`config.mk`:
```
export PLATFORM = sky130hd
export DESIGN_NAME = dssq_ctl
export DESIGN_NICKNAME = d
export VERILOG_FILES = /design/src/design/dssq_pkg.sv /design/src/design/dssq_ctl.sv
export SDC_FILE = /design/constraint.sdc
export NUM_CORES = 1
export LEC_CHECK = 0
export ABC_AREA = 1
export BUFFER_PORTS_ARGS = -buffer_cell sky130_fd_sc_hd__buf_2
export CAP_MARGIN = 30
export CORE_AREA = 2 2 39 41
export CTS_CLUSTER_DIAMETER = 50
export DETAILED_ROUTE_END_ITERATION = 7
export DIE_AREA = 0 0 41 43
export GPL_ROUTABILITY_DRIVEN = 1
export GPL_TIMING_DRIVEN = 0
export PLACE_DENSITY = 0.41
export SYNTH_ARGS = -nofsm -noshare
export SYNTH_HDL_FRONTEND = slang
export SYNTH_SLANG_ARGS = --single-unit
```
`constraint.sdc`:
```
create_clock -name clk_i -period 1.46 [get_ports clk_i]
set_input_delay 0.219 -clock clk_i [delete_from_list [all_inputs] [get_ports clk_i]]
set_output_delay 0.219 -clock clk_i [all_outputs]
set_load 0.01 [all_outputs]
```
`src/design/dssq_pkg.sv`:
```
// ----------------------------------------------------------------------------
// dssq_pkg
// Shared types, constants and helpers of the depth-sorted sprite queue.
// ----------------------------------------------------------------------------
package dssq_pkg;

  localparam int unsigned DSSQ_DEPTH = 64;

  localparam int unsigned POS_W   = 20;
  localparam int unsigned LAYER_W = 8;
  localparam int unsigned SIZE_W  = 16;
  localparam int unsigned TAG_W   = 16;
  localparam int unsigned KEY_W   = POS_W + LAYER_W;

  // Item opcodes
  localparam logic OP_SUBMIT = 1'b0;
  localparam logic OP_FLUSH  = 1'b1;

  // One queued sprite
  typedef struct packed {
    logic signed [POS_W-1:0]   depth;
    logic        [LAYER_W-1:0] layer;
    logic signed [POS_W-1:0]   x;
    logic signed [POS_W-1:0]   y;
    logic        [SIZE_W-1:0]  w;
    logic        [SIZE_W-1:0]  h;
    logic        [TAG_W-1:0]   tag;
  } entry_t;

  // Controller to datapath
  typedef struct packed {
    logic wr;
    logic drop;
    logic rd;
    logic emit;
  } cmd_t;

  // Datapath to controller
  typedef struct packed {
    logic full;
    logic empty;
    logic rd_last;
    logic emit_last;
  } sts_t;

  // Unsigned sort key: depth with its sign flipped, then layer
  function automatic logic [KEY_W-1:0] sort_key(input entry_t e);
    sort_key = {~e.depth[POS_W-1], e.depth[POS_W-2:0], e.layer};
  endfunction

endpackage

```
`src/design/dssq_ctl.sv`:
```
// ----------------------------------------------------------------------------
// dssq_ctl
// Sequencer: takes submits in idle, runs one scan of the queue per emitted
// sprite during a flush.
// ----------------------------------------------------------------------------
module dssq_ctl import dssq_pkg::*; (
  input  logic clk_i,
  input  logic rst_ni,
  input  logic start_i,
  input  logic opcode_i,
  input  sts_t sts_i,
  output cmd_t cmd_o,
  output logic busy_o
);

  localparam logic [1:0] ST_IDLE  = 2'd0;
  localparam logic [1:0] ST_SCAN  = 2'd1;
  localparam logic [1:0] ST_DRAIN = 2'd2;
  localparam logic [1:0] ST_EMIT  = 2'd3;

  logic [1:0] state_q, state_d;

  // Decode state into commands
  always_comb begin
    state_d = state_q;
    cmd_o   = '0;
    case (state_q)
      ST_IDLE: begin
        if (start_i) begin
          if (opcode_i == OP_SUBMIT) begin
            cmd_o.wr   = !sts_i.full;
            cmd_o.drop = sts_i.full;
          end else if (!sts_i.empty) begin
            state_d = ST_SCAN;
          end
        end
      end
      ST_SCAN: begin
        cmd_o.rd = 1'b1;
        if (sts_i.rd_last) state_d = ST_DRAIN;
      end
      ST_DRAIN: begin
        state_d = ST_EMIT;
      end
      ST_EMIT: begin
        cmd_o.emit = 1'b1;
        state_d    = sts_i.emit_last ? ST_IDLE : ST_SCAN;
      end
      default: begin
        state_d = ST_IDLE;
      end
    endcase
  end

  always_ff @(posedge clk_i or negedge rst_ni) begin
    if (!rst_ni) begin
      state_q <= ST_IDLE;
    end else begin
      state_q <= state_d;
    end
  end

  assign busy_o = (state_q != ST_IDLE);

endmodule

```
==> results.yml <==
outcome:
  status: "finished clean"
critical_path:
  cp_max_fo: 4
  worst_path_max_delay_cell: "dfrtp_1"
  slowest_delay_ps: 400
  cp.required_ps: 1240
  startpoint_type: "flip-flop"
  path_cells: "inv_2 > ha_4 > nand2_4 > nor3b_2 > buf_2"
  rr_worst_depth: 7
  r2r_slack_ps: 200
  crit_arrival_ps: 1230
  reg2reg_from: "state_q[1]"
  critPathLaunch: "state_q[1]"
  timing.rr.end: "state_q[1]"
  worstSetupPathType: "reg -> out"
  end_kind: "output port"
die:
  die_area_um2: 1760
  core_um2: 1380
  die_x_um: 41
  ios: 13
  start_util_pct: 15.7
  die_h_um: 43
  rows: 14
routing:
  vias: 254
  wl_um: 523
  ant_nets: 0
  drtIter0Drc: 2
  wire_per_inst_um: 7.58
  drc: 0
  first_pass_iters: 4
  vias_per_cell: 3.68
sta:
  hold_violations: 0
  slew_headroom_pct: 90.5
  fmax_mhz: 688
  setup_viol: 0
  finalMaxSlewViolations: 0
  period_needed_ps: 1450
  finalCritPeriodShare_pct: 99.6
  fin_skew_ps: 3.81
  worst_pin_slew_ps: 141
  rsz0062_at_grt: "yes"
logic_synthesis:
  syn-num-nets: 44
  synth_warnings: 0
  seq_area_frac_synth_pct: 23.0
  synth_area_um2: 218
  avgSynthCellArea_um2: 6.80
  ys_seq_elements: 2
  netlist_instances: 32
  synth_cell_type_count: 10
placed_design:
  port_buffers: 12
  gp_congestion: 0.581
  postPlaceCellArea_um2: 298
  dp_hpwl_um: 385
power_and_ir_drop:
  powerDensity_nw_per_um2: 1900
  ir_worst_vdd_uv: 510
  p_leak_uw: 0.000236
cts:
  clockBufferDepth: 2
  clock_latency_ps: 220
  cts_buffers: 3
  clkSlewWorstSetupHoldPaths_ps: 30
  cts_sinks: 2
  cts_tree: "done"
  clockRootBuffer: "clkbuf_4"
  htree_num_levels: 1
grt:
  grt_max_degree: 5
  grt_overflow: 0
  grt_pass1_vias: 223
  antenna_found_initial: 0
  gr-usage-met1_pct: 7.72
  grt_usage_pct: 7.33
  grt_pass1_wl_um: 828
  met3_usage_pct: 7.85
  top_usage_layer: "met2"
  grt_use_met2_pct: 10.6
job:
  max_cap_violations: 0
layout:
  n_antenna_cell: 0
  syn2layout_area_growth_pct: 81.6
  layout_commonest_cell: "buf_2"
  largest_register_ffs: 2
  postLayoutCellArea_um2: 395
  regMostFlops: "state_q"
  drive_gt1_share_pct: 54.7
  num-nets-final: 67
  reg_top3: "state_q (2)"
  mostFrequentLayoutCells: "buf_2 (12), nand2_1 (8), inv_1 (6), buf_4 (5)"
  utilization_pct: 28.6
hold_path:
  hold_class: "in -> async"
==> cell families after synthesis <==
family                     share of synthesized area [%]
DFF                                                 23.0
buffers and inverters                               13.8
adders and majority gates                           23.0
AOI/OAI and AO/OA                                   4.60
and+or+nand+nor                                     35.6
==> per-stage QoR <==
stage | std cells | power, uW | hold WS [ps] | setup TNS (ps) | worst slack [ps]
finish | 69 | 753 | 313 | 0 | 6.05
global route | 69 | 845 | 324 | -94.8 | -79.0
CTS | 66 | 688 | 304 | 0 | 22.8
detailed placement | 60 | 479 | 8.77 | 0 | 92.5
global placement | 60 | 479 | 7.96 | 0 | 98.3
floorplan | 32 | 379 | -76.6 | 0 | 162
==> cells in the mapped netlist (all sizes together) <==
library cell / number / area (um^2)
nand2: 11 / 48.8
inv: 8 / 30.0
ha: 4 / 50.1
dfrtp: 2 / 50.1
nand3: 2 / 10.0
o21ai: 2 / 10.0
nor2: 1 / 6.26
nor3: 1 / 5.00
nor3b: 1 / 7.51
==> routing by layer <==
metal / up-vias / routed length, um
met2: 11 / 233
met3: 0 / 61
met1: 103 / 229
met5: - / 0
met4: 0 / 0
li1: 140 / -
==> worst max path at each step <==
stage / to / slack [ps] / cells after the start
6_report: cmd_o[2] / 6 / 5
5_1_grt: cmd_o[2] / -80 / 5
4_1_cts: cmd_o[2] / 20 / 5
3_5_place_dp: cmd_o[2] / 90 / 5
3_3_place_gp: cmd_o[2] / 100 / 5
2_1_floorplan: cmd_o[2] / 160 / 4
==> where the power goes <==
| group | switching (uW) | total (uW) | internal [uW] |
|---|---|---|---|
| combinational | 266 | 522 | 255 |
| sequential | 24.6 | 112 | 87.0 |
| clock | 28.8 | 119 | 90.4 |
==> area by class of cell <==
| type | instances | area, um^2 |
|---|---|---|
| timing repair buffer | 18 | 108 |
| sequential | 2 | 50.0 |
| fill | 166 | 988 |
| multi-input combinational | 22 | 165 |
| inverter | 8 | 30.0 |
| tap | 16 | 20.0 |
| clock buffer | 3 | 22.5 |
==> repair_timing <==
action                                  in CTS  in global routing
hold buffers                                 1                  0
setup buffers                                2                  3
pin swaps                                    0                  3
endpoints found under the hold margin        2                  0
gates resized for setup                      5                  2
endpoints found under the setup margin       2                  2
==> worst max-delay path: cells and delay by family (launching register included) <==
kind / cells / cell delay, ps
buf+inv: 2 / 240
simple gates: 2 / 220
fa+ha+maj: 1 / 150
flops: 1 / 400
Power figures use the tool's default switching activity.
